### src/rtl/msprc_pkg.sv
// ---------------------------------------------------------------------------
// msprc_pkg
// Shared types and constants of the servo pulse ramp controller.
// ---------------------------------------------------------------------------
`default_nettype none
package msprc_pkg;

  localparam int unsigned Channels = 8;
  localparam int unsigned ChW      = 3;
  localparam int unsigned WidthW   = 12;
  localparam int unsigned TimeW    = 16;

  localparam logic [11:0] SlotUs     = 12'd2500;
  localparam logic [11:0] PulseMinUs = 12'd500;
  localparam logic [11:0] PulseMaxUs = 12'd2400;
  localparam logic [11:0] MapLowUs   = 12'd1000;
  localparam logic [9:0]  MapSpanUs  = 10'd1000;
  localparam logic [7:0]  PosFull    = 8'd255;

  localparam logic [1:0] OpSetPos  = 2'd0;
  localparam logic [1:0] OpSetUs   = 2'd1;
  localparam logic [1:0] OpTick    = 2'd2;
  localparam logic [1:0] OpSlotExp = 2'd3;

  localparam logic [2:0] RegCount   = 3'd0;
  localparam logic [2:0] RegLower   = 3'd1;
  localparam logic [2:0] RegUpper   = 3'd2;
  localparam logic [2:0] RegTimesLo = 3'd3;
  localparam logic [2:0] RegTimesHi = 3'd4;

  // Commands from controller to datapath.
  typedef struct packed {
    logic          load_item;  // latch input item
    logic          set_pos;    // start ramp from position
    logic          set_us;     // start ramp from microseconds
    logic          reload_ch;  // reload channel sel
    logic          tick_inc;   // increment all elapsed counters
    logic          ramp_load;  // load channel sel into ramp unit
    logic          ramp_step;  // advance serial multiply/divide
    logic          ramp_write; // write ramp result to channel sel
    logic          slot_emit;  // emit slot result
    logic [ChW-1:0] sel;
  } msprc_cmd_t;

  // Status from datapath to controller.
  typedef struct packed {
    logic [1:0]  op;
    logic        ramp_done;
    logic        ramp_skip;  // channel needs no division
    logic [3:0]  count;      // effective active count 1..8
  } msprc_sts_t;

  // Map a position to microseconds: 1000 + 1000*p/255.
  function automatic logic [11:0] pos_to_us(input logic [7:0] p);
    logic [17:0] prod;
    logic [17:0] q;
    logic [17:0] r;
    begin
      prod = 18'(p) * 18'(MapSpanUs);
      // divide by 255: the estimate is at most one below, so correct upward
      q = (prod + (prod >> 8) + 18'd1) >> 8;
      r = prod - 18'(q * 18'(PosFull));
      if (r >= 18'(PosFull)) begin
        q = q + 18'd1;
      end
      pos_to_us = MapLowUs + 12'(q);
    end
  endfunction

endpackage
`default_nettype wire

### src/rtl/msprc_datapath.sv
// ---------------------------------------------------------------------------
// msprc_datapath
// Channel state, configuration registers and serial ramp arithmetic.
// ---------------------------------------------------------------------------
`default_nettype none
module msprc_datapath (
  input  wire logic                    clk_i,
  input  wire logic                    rst_ni,
  input  wire logic [1:0]              op_i,
  input  wire logic [2:0]              channel_i,
  input  wire logic [7:0]              position_i,
  input  wire logic [15:0]             pulse_us_i,
  input  wire logic                    cfg_we_i,
  input  wire logic [2:0]              cfg_index_i,
  input  wire logic [63:0]             cfg_data_i,
  input  wire msprc_pkg::msprc_cmd_t   cmd_i,
  output msprc_pkg::msprc_sts_t        sts_o,
  output logic                         strobe_o,
  output logic [2:0]                   pin_channel_o,
  output logic                         pin_level_o,
  output logic [11:0]                  delay_us_o
);
  import msprc_pkg::*;

  logic [3:0]  count_reg_q;
  logic [63:0] lower_q, upper_q, tlo_q, thi_q;
  logic [WidthW-1:0] cur_q [Channels];
  logic [WidthW-1:0] tgt_q [Channels];
  logic [WidthW-1:0] st_q  [Channels];
  logic [TimeW-1:0]  el_q  [Channels];
  logic [ChW-1:0] slot_q;
  logic           phase_q;

  logic [1:0]  op_q;
  logic [2:0]  ch_q;
  logic [7:0]  pos_q;
  logic [15:0] us_q;

  // Ramp unit: serial multiply then restoring divide.
  logic [27:0] acc_q;      // product / remainder-quotient
  logic [15:0] mul_q;      // multiplier bits
  logic [15:0] div_q;      // divisor
  logic [12:0] mag_q;      // |diff|
  logic        neg_q;
  logic [5:0]  cnt_q;
  logic        phase_div_q;
  logic        done_q;
  logic [16:0] rem_q;
  logic [27:0] quo_q;

  logic [3:0]  count_eff;
  logic [7:0]  lo_b, hi_b, pclamp;
  logic [11:0] us_clamp;
  logic [15:0] t_sel;
  logic [11:0] pw;
  logic [12:0] diff_s;
  logic [12:0] step_s;
  logic [16:0] rem_sh;

  always_comb begin
    count_eff = count_reg_q;
    if (count_reg_q == 4'd0) begin
      count_eff = 4'd1;
    end else if (count_reg_q > 4'(Channels)) begin
      count_eff = 4'(Channels);
    end
  end

  assign lo_b = lower_q[8*ch_q +: 8];
  assign hi_b = upper_q[8*ch_q +: 8];
  always_comb begin
    pclamp = pos_q;
    if (pclamp < lo_b) pclamp = lo_b;
    if (pclamp > hi_b) pclamp = hi_b;
    us_clamp = 12'(us_q);
    if (us_q < 16'(PulseMinUs)) us_clamp = PulseMinUs;
    else if (us_q > 16'(PulseMaxUs)) us_clamp = PulseMaxUs;
  end

  assign t_sel = cmd_i.sel[2] ? thi_q[16*cmd_i.sel[1:0] +: 16]
                              : tlo_q[16*cmd_i.sel[1:0] +: 16];
  assign diff_s = 13'(tgt_q[cmd_i.sel]) - 13'(st_q[cmd_i.sel]);
  assign rem_sh = {rem_q[15:0], acc_q[27]};
  assign step_s = neg_q ? 13'(-quo_q[12:0]) : quo_q[12:0];

  always_comb begin
    pw = cur_q[slot_q];
    if (pw < PulseMinUs) pw = PulseMinUs;
    if (pw > PulseMaxUs) pw = PulseMaxUs;
  end

  assign sts_o.op        = op_q;
  assign sts_o.ramp_done = done_q;
  assign sts_o.ramp_skip = (cur_q[cmd_i.sel] == tgt_q[cmd_i.sel]) || (t_sel == 16'd0)
                           || (el_q[cmd_i.sel] >= t_sel);
  assign sts_o.count     = count_eff;

  // Hold configuration, item and channel state.
  always_ff @(posedge clk_i or negedge rst_ni) begin
    if (!rst_ni) begin
      count_reg_q <= 4'd8;
      lower_q <= '0;
      upper_q <= '1;
      tlo_q <= '0;
      thi_q <= '0;
      for (int i = 0; i < Channels; i++) begin
        cur_q[i] <= MapLowUs;
        tgt_q[i] <= MapLowUs;
        st_q[i]  <= MapLowUs;
        el_q[i]  <= '0;
      end
      slot_q <= '0;
      phase_q <= 1'b0;
      strobe_o <= 1'b0;
      pin_channel_o <= '0;
      pin_level_o <= 1'b0;
      delay_us_o <= '0;
      op_q <= '0;
      ch_q <= '0;
      pos_q <= '0;
      us_q <= '0;
      acc_q <= '0;
      mul_q <= '0;
      div_q <= '0;
      mag_q <= '0;
      neg_q <= 1'b0;
      rem_q <= '0;
      quo_q <= '0;
      cnt_q <= '0;
      done_q <= 1'b0;
      phase_div_q <= 1'b0;
    end else begin
      strobe_o <= 1'b0;
      done_q <= 1'b0;
      if (cfg_we_i) begin
        unique case (cfg_index_i)
          RegCount:   count_reg_q <= cfg_data_i[3:0];
          RegLower:   lower_q <= cfg_data_i;
          RegUpper:   upper_q <= cfg_data_i;
          RegTimesLo: tlo_q <= cfg_data_i;
          RegTimesHi: thi_q <= cfg_data_i;
          default: ;
        endcase
      end
      if (cmd_i.load_item) begin
        op_q <= op_i;
        ch_q <= channel_i;
        pos_q <= position_i;
        us_q <= pulse_us_i;
      end
      // Reload one channel per cycle from its lower limit.
      if (cmd_i.reload_ch) begin
        cur_q[cmd_i.sel] <= pos_to_us(lower_q[8*cmd_i.sel +: 8]);
        tgt_q[cmd_i.sel] <= pos_to_us(lower_q[8*cmd_i.sel +: 8]);
        st_q[cmd_i.sel]  <= pos_to_us(lower_q[8*cmd_i.sel +: 8]);
        el_q[cmd_i.sel]  <= '0;
      end
      // Start a ramp on an active channel; drop requests for inactive ones.
      if ((cmd_i.set_pos || cmd_i.set_us) && (4'(ch_q) < count_eff)) begin
        tgt_q[ch_q] <= cmd_i.set_pos ? pos_to_us(pclamp) : us_clamp;
        st_q[ch_q]  <= cur_q[ch_q];
        el_q[ch_q]  <= '0;
      end
      if (cmd_i.tick_inc) begin
        for (int i = 0; i < Channels; i++) begin
          if (el_q[i] != 16'hFFFF) el_q[i] <= el_q[i] + 16'd1;
        end
      end
      // Serial ramp: 16 shift-add steps, then 28 divide steps.
      if (cmd_i.ramp_load) begin
        neg_q <= diff_s[12];
        mag_q <= diff_s[12] ? 13'(-diff_s) : diff_s;
        mul_q <= el_q[cmd_i.sel];
        div_q <= t_sel;
        acc_q <= '0;
        cnt_q <= '0;
        phase_div_q <= 1'b0;
        rem_q <= '0;
      end else if (cmd_i.ramp_step) begin
        if (!phase_div_q) begin
          acc_q <= (acc_q << 1) + (mul_q[15] ? 28'(mag_q) : 28'd0);
          mul_q <= mul_q << 1;
          if (cnt_q == 6'd15) begin
            cnt_q <= '0;
            phase_div_q <= 1'b1;
          end else begin
            cnt_q <= cnt_q + 6'd1;
          end
        end else begin
          if (rem_sh >= 17'(div_q)) begin
            rem_q <= rem_sh - 17'(div_q);
            quo_q <= {quo_q[26:0], 1'b1};
          end else begin
            rem_q <= rem_sh;
            quo_q <= {quo_q[26:0], 1'b0};
          end
          acc_q <= acc_q << 1;
          if (cnt_q == 6'd27) begin
            done_q <= 1'b1;
            cnt_q <= '0;
          end else begin
            cnt_q <= cnt_q + 6'd1;
          end
        end
      end
      if (cmd_i.ramp_write) begin
        if (cur_q[cmd_i.sel] != tgt_q[cmd_i.sel]) begin
          if (sts_o.ramp_skip) begin
            cur_q[cmd_i.sel] <= tgt_q[cmd_i.sel];
          end else begin
            cur_q[cmd_i.sel] <= 12'(st_q[cmd_i.sel] + 12'(step_s));
          end
        end
      end
      // Emit slot result and advance the phase.
      if (cmd_i.slot_emit) begin
        strobe_o <= 1'b1;
        pin_channel_o <= slot_q;
        if (phase_q) begin
          pin_level_o <= 1'b0;
          delay_us_o <= SlotUs - pw;
          phase_q <= 1'b0;
          if (4'(slot_q) + 4'd1 >= count_eff) slot_q <= '0;
          else slot_q <= slot_q + 3'd1;
        end else begin
          pin_level_o <= 1'b1;
          delay_us_o <= pw;
          phase_q <= 1'b1;
        end
      end
    end
  end

`ifndef SYNTHESIS
  a_delay_range: assert property (@(posedge clk_i) disable iff (!rst_ni)
    strobe_o |-> (delay_us_o >= 12'd100 && delay_us_o <= PulseMaxUs))
    else $error("delay out of range");
  a_phase_toggle: assert property (@(posedge clk_i) disable iff (!rst_ni)
    cmd_i.slot_emit |=> (phase_q != $past(phase_q)))
    else $error("phase did not toggle");
  a_level_phase: assert property (@(posedge clk_i) disable iff (!rst_ni)
    strobe_o |-> (pin_level_o == phase_q))
    else $error("level and phase disagree");
`endif

endmodule
`default_nettype wire

### src/rtl/msprc_ctrl.sv
// ---------------------------------------------------------------------------
// msprc_ctrl
// Sequencer: accepts items, walks channels on tick and on limit reload.
// ---------------------------------------------------------------------------
`default_nettype none
module msprc_ctrl (
  input  wire logic                   clk_i,
  input  wire logic                   rst_ni,
  input  wire logic                   start_i,
  output logic                        busy_o,
  input  wire logic                   reload_i,
  input  wire msprc_pkg::msprc_sts_t  sts_i,
  output msprc_pkg::msprc_cmd_t       cmd_o
);
  import msprc_pkg::*;

  typedef enum logic [2:0] {
    StIdle, StDecode, StReload, StTickSel, StRampRun, StRampWr
  } state_e;

  state_e          state_q;
  logic [ChW-1:0]  sel_q;

  always_comb begin
    cmd_o = '0;
    cmd_o.sel = sel_q;
    cmd_o.load_item = (state_q == StIdle) && start_i && !reload_i;
    unique case (state_q)
      StIdle: ;
      StDecode: begin
        unique case (sts_i.op)
          OpSetPos:  cmd_o.set_pos = 1'b1;
          OpSetUs:   cmd_o.set_us = 1'b1;
          OpTick:    cmd_o.tick_inc = 1'b1;
          OpSlotExp: cmd_o.slot_emit = 1'b1;
          default: ;
        endcase
      end
      StReload:  cmd_o.reload_ch = 1'b1;
      StTickSel: begin
        if (sts_i.ramp_skip) cmd_o.ramp_write = 1'b1;
        else cmd_o.ramp_load = 1'b1;
      end
      StRampRun: cmd_o.ramp_step = !sts_i.ramp_done;
      StRampWr:  cmd_o.ramp_write = 1'b1;
      default: ;
    endcase
  end

  assign busy_o = (state_q != StIdle) || reload_i;

  // Hold state and the channel index.
  always_ff @(posedge clk_i or negedge rst_ni) begin
    if (!rst_ni) begin
      state_q <= StIdle;
      sel_q <= '0;
    end else begin
      unique case (state_q)
        StIdle: begin
          sel_q <= '0;
          if (reload_i) state_q <= StReload;
          else if (start_i) state_q <= StDecode;
        end
        StDecode: begin
          if (sts_i.op == OpTick) state_q <= StTickSel;
          else state_q <= StIdle;
        end
        StReload: begin
          sel_q <= sel_q + 3'd1;
          if (sel_q == 3'(Channels - 1)) state_q <= StIdle;
        end
        StTickSel: begin
          if (sts_i.ramp_skip) begin
            if (4'(sel_q) + 4'd1 >= sts_i.count) state_q <= StIdle;
            sel_q <= sel_q + 3'd1;
          end else begin
            state_q <= StRampRun;
          end
        end
        StRampRun: if (sts_i.ramp_done) state_q <= StRampWr;
        StRampWr: begin
          sel_q <= sel_q + 3'd1;
          if (4'(sel_q) + 4'd1 >= sts_i.count) state_q <= StIdle;
          else state_q <= StTickSel;
        end
        default: state_q <= StIdle;
      endcase
    end
  end

`ifndef SYNTHESIS
  a_no_ramp_idle: assert property (@(posedge clk_i) disable iff (!rst_ni)
    (state_q == StIdle) |-> !(cmd_o.ramp_step || cmd_o.ramp_write))
    else $error("ramp command while idle");
  a_decode_once: assert property (@(posedge clk_i) disable iff (!rst_ni)
    (state_q == StDecode) |=> (state_q != StDecode))
    else $error("decode repeated");
  a_sel_active: assert property (@(posedge clk_i) disable iff (!rst_ni)
    (state_q == StRampWr) |-> (4'(sel_q) < sts_i.count))
    else $error("ramp on inactive channel");
`endif

endmodule
`default_nettype wire

### src/rtl/multi_servo_pulse_ramp_controller.sv
// A slot expiry is decoded in StDecode and gives its result through the registered strobe; set ops apply in StDecode.
// A tick walks each active channel in turn; a ramping channel runs the
// serial multiply (16 steps) and divide (28 steps) before its write.
// A lower_limits write starts a reload sweep over all eight channels; busy stays high meanwhile.
// Results appear for one cycle on result_strobe_o; the receiver cannot stall.
// Reset (rst_ni low, asynchronous) restores all registers and channel widths of 1000 us.
// ---------------------------------------------------------------------------
// multi_servo_pulse_ramp_controller
// Eight-slot servo pulse sequencer with timed linear ramps.
// ---------------------------------------------------------------------------
`default_nettype none
module multi_servo_pulse_ramp_controller (
  input  wire logic        clk_i,
  input  wire logic        rst_ni,
  input  wire logic        start,
  output logic             busy,
  input  wire logic [1:0]  op_i,
  input  wire logic [2:0]  channel_i,
  input  wire logic [7:0]  position_i,
  input  wire logic [15:0] pulse_us_i,
  input  wire logic        cfg_valid_i,
  output logic             cfg_ready_o,
  input  wire logic [2:0]  cfg_index_i,
  input  wire logic [63:0] cfg_data_i,
  output logic             result_strobe_o,
  output logic [2:0]       pin_channel_o,
  output logic             pin_level_o,
  output logic [11:0]      delay_us_o
);
  import msprc_pkg::*;

  msprc_cmd_t cmd;
  msprc_sts_t sts;
  logic       cfg_we;
  logic       reload_q;

  assign cfg_ready_o = 1'b1;
  assign cfg_we = cfg_valid_i && cfg_ready_o;

  // Hold a pending reload request until the sweep starts.
  always_ff @(posedge clk_i or negedge rst_ni) begin
    if (!rst_ni) begin
      reload_q <= 1'b0;
    end else begin
      if (cfg_we && cfg_index_i == RegLower) reload_q <= 1'b1;
      else if (cmd.reload_ch) reload_q <= 1'b0;
    end
  end

  msprc_ctrl u_ctrl (
    .clk_i, .rst_ni, .start_i(start), .busy_o(busy), .reload_i(reload_q),
    .sts_i(sts), .cmd_o(cmd)
  );

  msprc_datapath u_dp (
    .clk_i, .rst_ni, .op_i, .channel_i, .position_i, .pulse_us_i,
    .cfg_we_i(cfg_we), .cfg_index_i, .cfg_data_i, .cmd_i(cmd), .sts_o(sts),
    .strobe_o(result_strobe_o), .pin_channel_o, .pin_level_o, .delay_us_o
  );

endmodule
`default_nettype wire

### config.mk
export PLATFORM = sky130hd
export DESIGN_NAME = multi_servo_pulse_ramp_controller
export DESIGN_NICKNAME = d
export VERILOG_FILES = /design/src/rtl/msprc_pkg.sv /design/src/rtl/msprc_datapath.sv /design/src/rtl/msprc_ctrl.sv /design/src/rtl/multi_servo_pulse_ramp_controller.sv
export SDC_FILE = /design/constraint.sdc
export NUM_CORES = 2
export LEC_CHECK = 0
export ABC_AREA = 1
export BUFFER_PORTS_ARGS = -buffer_cell sky130_fd_sc_hd__buf_2
export CAP_MARGIN = 20
export CORE_ASPECT_RATIO = 1.2
export CORE_MARGIN = 5
export CORE_UTILIZATION = 45
export DETAILED_ROUTE_END_ITERATION = 12
export GPL_TIMING_DRIVEN = 0
export SLEW_MARGIN = 30
export SYNTH_ARGS = -nofsm -noshare
export SYNTH_HDL_FRONTEND = slang
export SYNTH_HIERARCHICAL = 1
export SYNTH_SLANG_ARGS = --single-unit
### constraint.sdc
create_clock -name clk_i -period 13 [get_ports clk_i]
set_clock_uncertainty 0.05 [all_clocks]
set_input_delay 0.65 -clock clk_i [delete_from_list [all_inputs] [get_ports clk_i]]
set_output_delay 0.65 -clock clk_i [all_outputs]
set_load 0.02 [all_outputs]
# ---- Word level (Yosys, flattened, before mapping)
# Cells that the tools add are included.
dict set report totals {
  output_inout_bits 19
  in_bits 100
  ff_bits 842
}
dict set report classes {
  mux 123
  shifts 5
  addsub 30
  eq_ne 31
  reduce_logical 34
  n_mul 4
  magnitude_cmp 19
  n_bitwise 8
}
# cell count
set ops {}
lappend ops {{96-bit 2-to-1 mux} 8}
lappend ops {{96-bit bitwise mux} 7}
lappend ops {{128-bit 2-to-1 mux} 3}
lappend ops {{16-bit 2-to-1 mux} 20}
lappend ops {{12-bit 2-to-1 mux} 23}
lappend ops {{128-bit AND} 2}
lappend ops {{128-bit NOT} 2}
lappend ops {{64-bit by 7-bit indexed part select with 8-bit output} 3}
lappend ops {{12-bit binary-select mux with 3-bit select} 5}
lappend ops {{16-bit by 1-bit adder with 16-bit output (second input constant)} 8}
lappend ops {{16-bit != test (second input constant)} 8}
lappend ops {{64-bit by 7-bit indexed part select with 16-bit output} 2}
lappend ops {{16-bit demux with 3-bit select} 2}
lappend ops {{28-bit 2-to-1 mux} 3}
lappend ops {{12-bit demux with 3-bit select} 2}
lappend ops {{16-bit binary-select mux with 3-bit select} 1}
lappend ops {{18-bit by 1-bit adder with 18-bit output (second input constant)} 2}
lappend ops {{18-bit by 10-bit adder with 18-bit output} 2}
lappend ops {{18-bit by 8-bit greater-or-equal comparator with 1-bit output (second input constant)} 2}
lappend ops {{10-bit by 8-bit multiplier with 18-bit output (second input constant)} 2}
lappend ops {{18-bit subtractor} 2}
lappend ops {{8-bit by 7-bit multiplier with 15-bit output (second input constant)} 2}
lappend ops {{6-bit 2-to-1 mux} 5}
lappend ops {{28-bit adder} 1}
lappend ops {{other kinds (61)} 137}

# ---- Depth between registers and ports, before layout
dict set report depth {
  word_depth 17
  mapped_depth 95
  ltp_nobuf 94
}

# ---- Hierarchy
# Netlist, hierarchy kept.
# module seq_area_each_um2 instances cells_per_inst area_per_inst_um2
set modules_own_cells {}
lappend modules_own_cells {msprc_datapath 21156.5 1 7457 57360.0}
lappend modules_own_cells {msprc_ctrl 150.1 1 92 580.6}
lappend modules_own_cells {multi_servo_pulse_ramp_controller 25.0 1 10 62.6}

# ---- Worst setup path before layout
# Ideal clock, no wire load.
dict set report synth_timing {
  path_kind {register -> register}
  start {reg u_dp.ch_q[1]}
  end {reg u_dp/tgt_q[59] (netlist bit)}
  setup_ps 113
  t_required_ps 12837
  n_path_buf 3
  setup_slack_ps -1344
  t_arrival_ps 14181
  period_less_slack_ps 14344
  stages_incl_launch_ff 82
  cell_sequence {dfrtp_1 -> inv_1 -> nor2_1 -> inv_1 -> nor2_1 -> clkbuf_1 -> clkbuf_1 -> a22oi_1 -> o2111ai_1 -> inv_1 -> ha_1 -> nand2_1 -> inv_1 -> nand2_1 -> nand2_1 -> nand2_1 -> nand2_1 -> clkinv_1 -> [... 46 more ...] -> nor2_1 -> a2111oi_0 -> nand2_1 -> nand2_1 -> nand2_1 -> nor2_1 -> nand4_4 -> nand3_1 -> nand2_1 -> ha_1 -> inv_1 -> nand2_2 -> nor2_4 -> nand3_2 -> a21boi_4 -> nand2_1 -> nand2_1 -> inv_1}
}
dict set report synth_between {
  elab_chain_cells 17
  word_cells_on_any_way 27
  classes_between {add/sub (5); mul (2); order compare (6); shift (2); mux (9); bitwise (1); reduce/logical (2)}
}
# item line
set synth_lines {}
lappend synth_lines {{start: declaration} msprc_datapath.sv:35} ;# logic [2:0] ch_q;
lappend synth_lines {{start signal: assignment} msprc_datapath.sv:147} ;# ch_q <= channel_i;
lappend synth_lines {{64-bit by 7-bit indexed part select with 8-bit output} msprc_datapath.sv:69} ;# assign lo_b = lower_q[8*ch_q +: 8];
lappend synth_lines {{8-bit < comparator} msprc_datapath.sv:73} ;# if (pclamp < lo_b) pclamp = lo_b;
lappend synth_lines {{8-bit 2-to-1 mux} msprc_datapath.sv:73}
lappend synth_lines {{8-bit > comparator} msprc_datapath.sv:74} ;# if (pclamp > hi_b) pclamp = hi_b;
lappend synth_lines {{8-bit 2-to-1 mux} msprc_datapath.sv:74}
lappend synth_lines {{8-bit by 7-bit multiplier with 15-bit output} msprc_pkg.sv:59} ;# prod = 18'(p) * 18'(MapSpanUs);
lappend synth_lines {{18-bit by 10-bit adder with 18-bit output} msprc_pkg.sv:61} ;# q = (prod + (prod >> 8) + 18'd1) >> 8;
lappend synth_lines {{18-bit by 1-bit adder with 18-bit output} msprc_pkg.sv:61}
lappend synth_lines {{10-bit by 8-bit multiplier with 18-bit output} msprc_pkg.sv:62} ;# r = prod - 18'(q * 18'(PosFull));
lappend synth_lines {{18-bit subtractor} msprc_pkg.sv:62}
lappend synth_lines {{18-bit by 8-bit greater-or-equal comparator with 1-bit output} msprc_pkg.sv:63} ;# if (r >= 18'(PosFull)) begin
lappend synth_lines {{12-bit 2-to-1 mux} msprc_pkg.sv:63}
lappend synth_lines {{12-bit 2-to-1 mux} msprc_datapath.sv:159} ;# if ((cmd_i.set_pos || cmd_i.set_us) && (4'(ch_q) < count_eff)) begin
lappend synth_lines {{10-bit by 12-bit adder with 12-bit output} msprc_pkg.sv:66} ;# pos_to_us = MapLowUs + 12'(q);
lappend synth_lines {{12-bit 2-to-1 mux} msprc_datapath.sv:160} ;# tgt_q[ch_q] <= cmd_i.set_pos ? pos_to_us(pclamp) : us_clamp;
lappend synth_lines {{96-bit bitwise mux} msprc_datapath.sv:160}
lappend synth_lines {{96-bit 2-to-1 mux *} msprc_datapath.sv:159}
lappend synth_lines {{end signal: indexed assignment} msprc_datapath.sv:108} ;# tgt_q[i] <= MapLowUs;
lappend synth_lines {{end signal: indexed assignment} msprc_datapath.sv:154} ;# tgt_q[cmd_i.sel] <= pos_to_us(lower_q[8*cmd_i.sel +: 8]);
lappend synth_lines {{end signal: indexed assignment} msprc_datapath.sv:160}
lappend synth_lines {{end: declaration} msprc_datapath.sv:28} ;# logic [WidthW-1:0] tgt_q [Channels];
# Mark *: on every way between the ends. The rest lies on a longest branch, timed or not. The select of a mux whose other input is x is not followed.
# A chain may end at the register's enable or synchronous reset.

# ---- Worst setup path after layout
dict set report layout_timing {
  start {reg u_dp.ch_q[1]}
  end {reg u_dp/tgt_q[55] (netlist bit)}
}
# Same word-level chain as after synthesis.

==> results.yml <==
global_routing:
  antenna_found_initial: 21
  grt_first_pass_wirelength_um: 398000
  grt_pass1_vias: 56487
  grt_use_total_pct: 40.2
  grt_overflow: 0
  grt_max_degree: 115
final_layout:
  final_area_um2: 70200
  fill_cells: 12085
  fin_nets: 8534
  drive_gt1_share_pct: 18.1
  multiInputGateArea_um2: 34300
  post-route-util_pct: 54.7
  regArea_um2: 21300
  area_growth_syn_to_layout_pct: 21.0
floorplanning:
  dieArea_um2: 136000
  io-pin-count: 119
  rows: 144
  die_w_um: 338
  start_util_pct: 45.2
  core_um2: 128000
  die_h_um: 403
worst_setup_path:
  crit_path_start_kind: "register"
  crit_slowest_cell: "fa_1"
  critPathCaptureType: "register"
  timing.rr.start: "u_dp/ch_q[1]"
  rrSetupSlack_ns: -0.77
  criticalPathCategory: "register to register"
  r2r_cells: 77
  r2r_end: "u_dp/tgt_q[55]"
  crit_fanout: 8
  max_stage_delay_ns: 0.56
  critPathArrivalTime_ns: 14.34
  crit_required_ns: 13.57
  crit_top_cell: "fa_1"
synth:
  avgSynthCellArea_um2: 7.67
  synth_largest_area_cell: "dfrtp_1"
  synthArstFlopShare_pct: 100
  yosysWarnings: 6
  ys_seq_elements: 842
  synth_area_um2: 58000
  synth_edf_count: 0
  synthFlopType: "dfrtp_1"
  netlist_top_cells_area: "dfrtp_1, nand2_1, dfstp_2"
  yosysTopAreaCellShare_pct: 27.3
  syn-num-nets: 8090
  netlist_instances: 7559
  yosysSeqAreaShare_pct: 36.8
  ys_types: 81
sta:
  clock.fmax_mhz: 72.6
  finalCriticalPeriod_ns: 13.77
  finalHoldViolCount: 0
  fin_setup_tns_ns: -59.37
  finalMaxSlewViolations: 0
  max_slew_margin_pct: 22.6
  rsz0062_at_grt: "true"
  setup_ws_ns: -0.768
  setup_viol: 183
  finalCritPeriodShare_pct: 106
  worst_slew_pin_slew_ns: 1.16
clock_network:
  htreeDepth: 3
  clockRootBuffer: "clkbuf_16"
  cts_tree: "done"
  clkSinkCount: 842
  clk_pin_slew_worst_paths_ns: 0.06
  clk_latency_ns: 0.77
  cts_buffers: 97
  clock_path_buffers: 3
routing:
  vias: 59335
  drtIter0Drc: 7132
  wirelength_um: 281000
  via_per_inst: 6.07
  drt.antenna.violating_nets: 0
  routedWlPerCell_um: 28.7
  drc: 0
  dr.pass1.iters: 8
placement:
  port_buffers: 117
  gp_congestion: 1.05
  postPlaceCellArea_um2: 61400
  hpwl_um: 213000
run:
  drv_cap: 0
hold_path:
  hold_path.class: "primary input to register"
  worst_hold_path.num_cells: 2
  min_to: "u_dp/op_q[1]"
  worstHoldStart: "op_i[1]"
outcome:
  status: "complete, but fails checks"
  failed_checks: "negative setup slack"
## area by class of cell
cell class                      count  share of cell area [%]
Antenna cell                       13                  0.0464
Buffer                            322                    2.54
Clock buffer                      144                    4.08
Clock inverter                     38                   0.731
Inverter                         1133                    6.23
Multi-Input combinational cell   5251                    48.9
Sequential cell                   842                    30.4
Tap cell                         1679                    2.99
Timing Repair Buffer              355                    4.03
Timing Repair inverter              1                  0.0232
## critical path: cells and delay by family (launching register included)
| family | cells | cell delay [ns] |
|---|---|---|
| compound gates | 10 | 1.40 |
| fa+ha+maj | 14 | 5.40 |
| buf+inv | 20 | 2.11 |
| xor+xnor | 2 | 0.53 |
| simple gates | 31 | 3.63 |
| flops | 1 | 0.48 |
## cell families after synthesis
family,share of synthesized area [%]
flip-flops,36.8
other,0.00647
AO/OA/AOI/OAI,19.9
AND/OR/NAND/NOR,19.2
multiplexers,0.257
XOR/XNOR,3.10
buffers and inverters,9.61
adder cells (fa/ha/maj),11.1
## Yosys cell counts, types with 77 or more instances
cell type / instances
nand2_1: 1586
nor2_1: 493
a21oi_1: 309
a221oi_1: 94
xor2_1: 152
o22ai_1: 188
fa_1: 143
nand3_1: 245
ha_1: 288
dfstp_2: 209
o21ai_0: 969
clkbuf_1: 264
a31oi_1: 111
inv_1: 1093
dfrtp_1: 633
nand4_1: 80
nor3_1: 77
## worst max-delay path by stage
stage	from	endpoint	slack, ns
2_1_floorplan	u_dp/ch_q[0]	u_dp/tgt_q[59]	0.04
3_3_place_gp	rst_ni	u_dp/tlo_q[23]	-8.09
3_5_place_dp	u_ctrl/sel_q[0]	u_dp/tgt_q[19]	-4.54
4_1_cts	u_dp/ch_q[1]	u_dp/tgt_q[59]	-0.53
5_1_grt	u_dp/ch_q[1]	u_dp/tgt_q[71]	-1.29
6_report	u_dp/ch_q[1]	u_dp/tgt_q[55]	-0.77
## state kept, by name, indices dropped and copies added, names as in the netlist, 12 cells and up
register / cells
u_dp/acc_q: 28
u_dp/cur_q: 96
u_dp/delay_us_o: 12
u_dp/div_q: 16
u_dp/el_q: 128
u_dp/lower_q: 64
u_dp/mag_q: 13
u_dp/mul_q: 16
u_dp/quo_q: 12
u_dp/rem_q: 16
u_dp/st_q: 96
u_dp/tgt_q: 96
u_dp/thi_q: 64
u_dp/tlo_q: 64
u_dp/upper_q: 64
u_dp/us_q: 16
## cell usage in the layout (no fill, tap or decap), drive strengths merged, types with 10 or more instances in the layout
cell / n
clkinvlp: 15
a22o: 44
dfrtp: 633
xnor2: 42
a221oi: 94
clkinv: 47
o211ai: 16
nor4: 26
a21oi: 313
buf: 426
nand2: 1624
a22oi: 55
a31oi: 111
nand4: 82
a211oi: 23
ha: 288
fa: 143
nor3: 79
o22ai: 188
nand3: 277
clkbuf: 394
o221ai: 14
dfstp: 209
o2111ai: 27
a21boi: 24
xor2: 156
o21bai: 15
nor2: 507
diode: 13
inv: 1104
o21ai: 992
or2: 13
nand3b: 10
## per-layer routing
metal	GRT usage, %	part of all wire (%)	up-vias	wire length [um]
met5	0	0.020	-	57
met4	31.2	9.9	8	27700
met3	9.13	8.9	993	24900
met2	61.1	44	3237	123000
met1	49.5	37	29025	105000
li1	-	-	26072	-
## stage by stage
step / hold slack [ns] / cells / worst slack, ns
CTS: 0.0284 / 9699 / -0.532
floorplan: 0.304 / 7559 / 0.0414
global placement: 0.409 / 9355 / -8.09
global route: 0.0495 / 9766 / -1.29
finish: 0.0620 / 9778 / -0.768
detailed placement: 0.418 / 9373 / -4.54
## what timing repair did
action	CTS	global route
endpoints found under the setup margin	288	288
pin swaps	149	177
hold buffers	1	0
buffers inserted	152	61
cloned	2	0
endpoints found under the hold margin	46	0
gates resized for setup	588	260
Power is not shown: default switching activity piles up to over one toggle a cycle in this logic, so the estimate is an artifact.
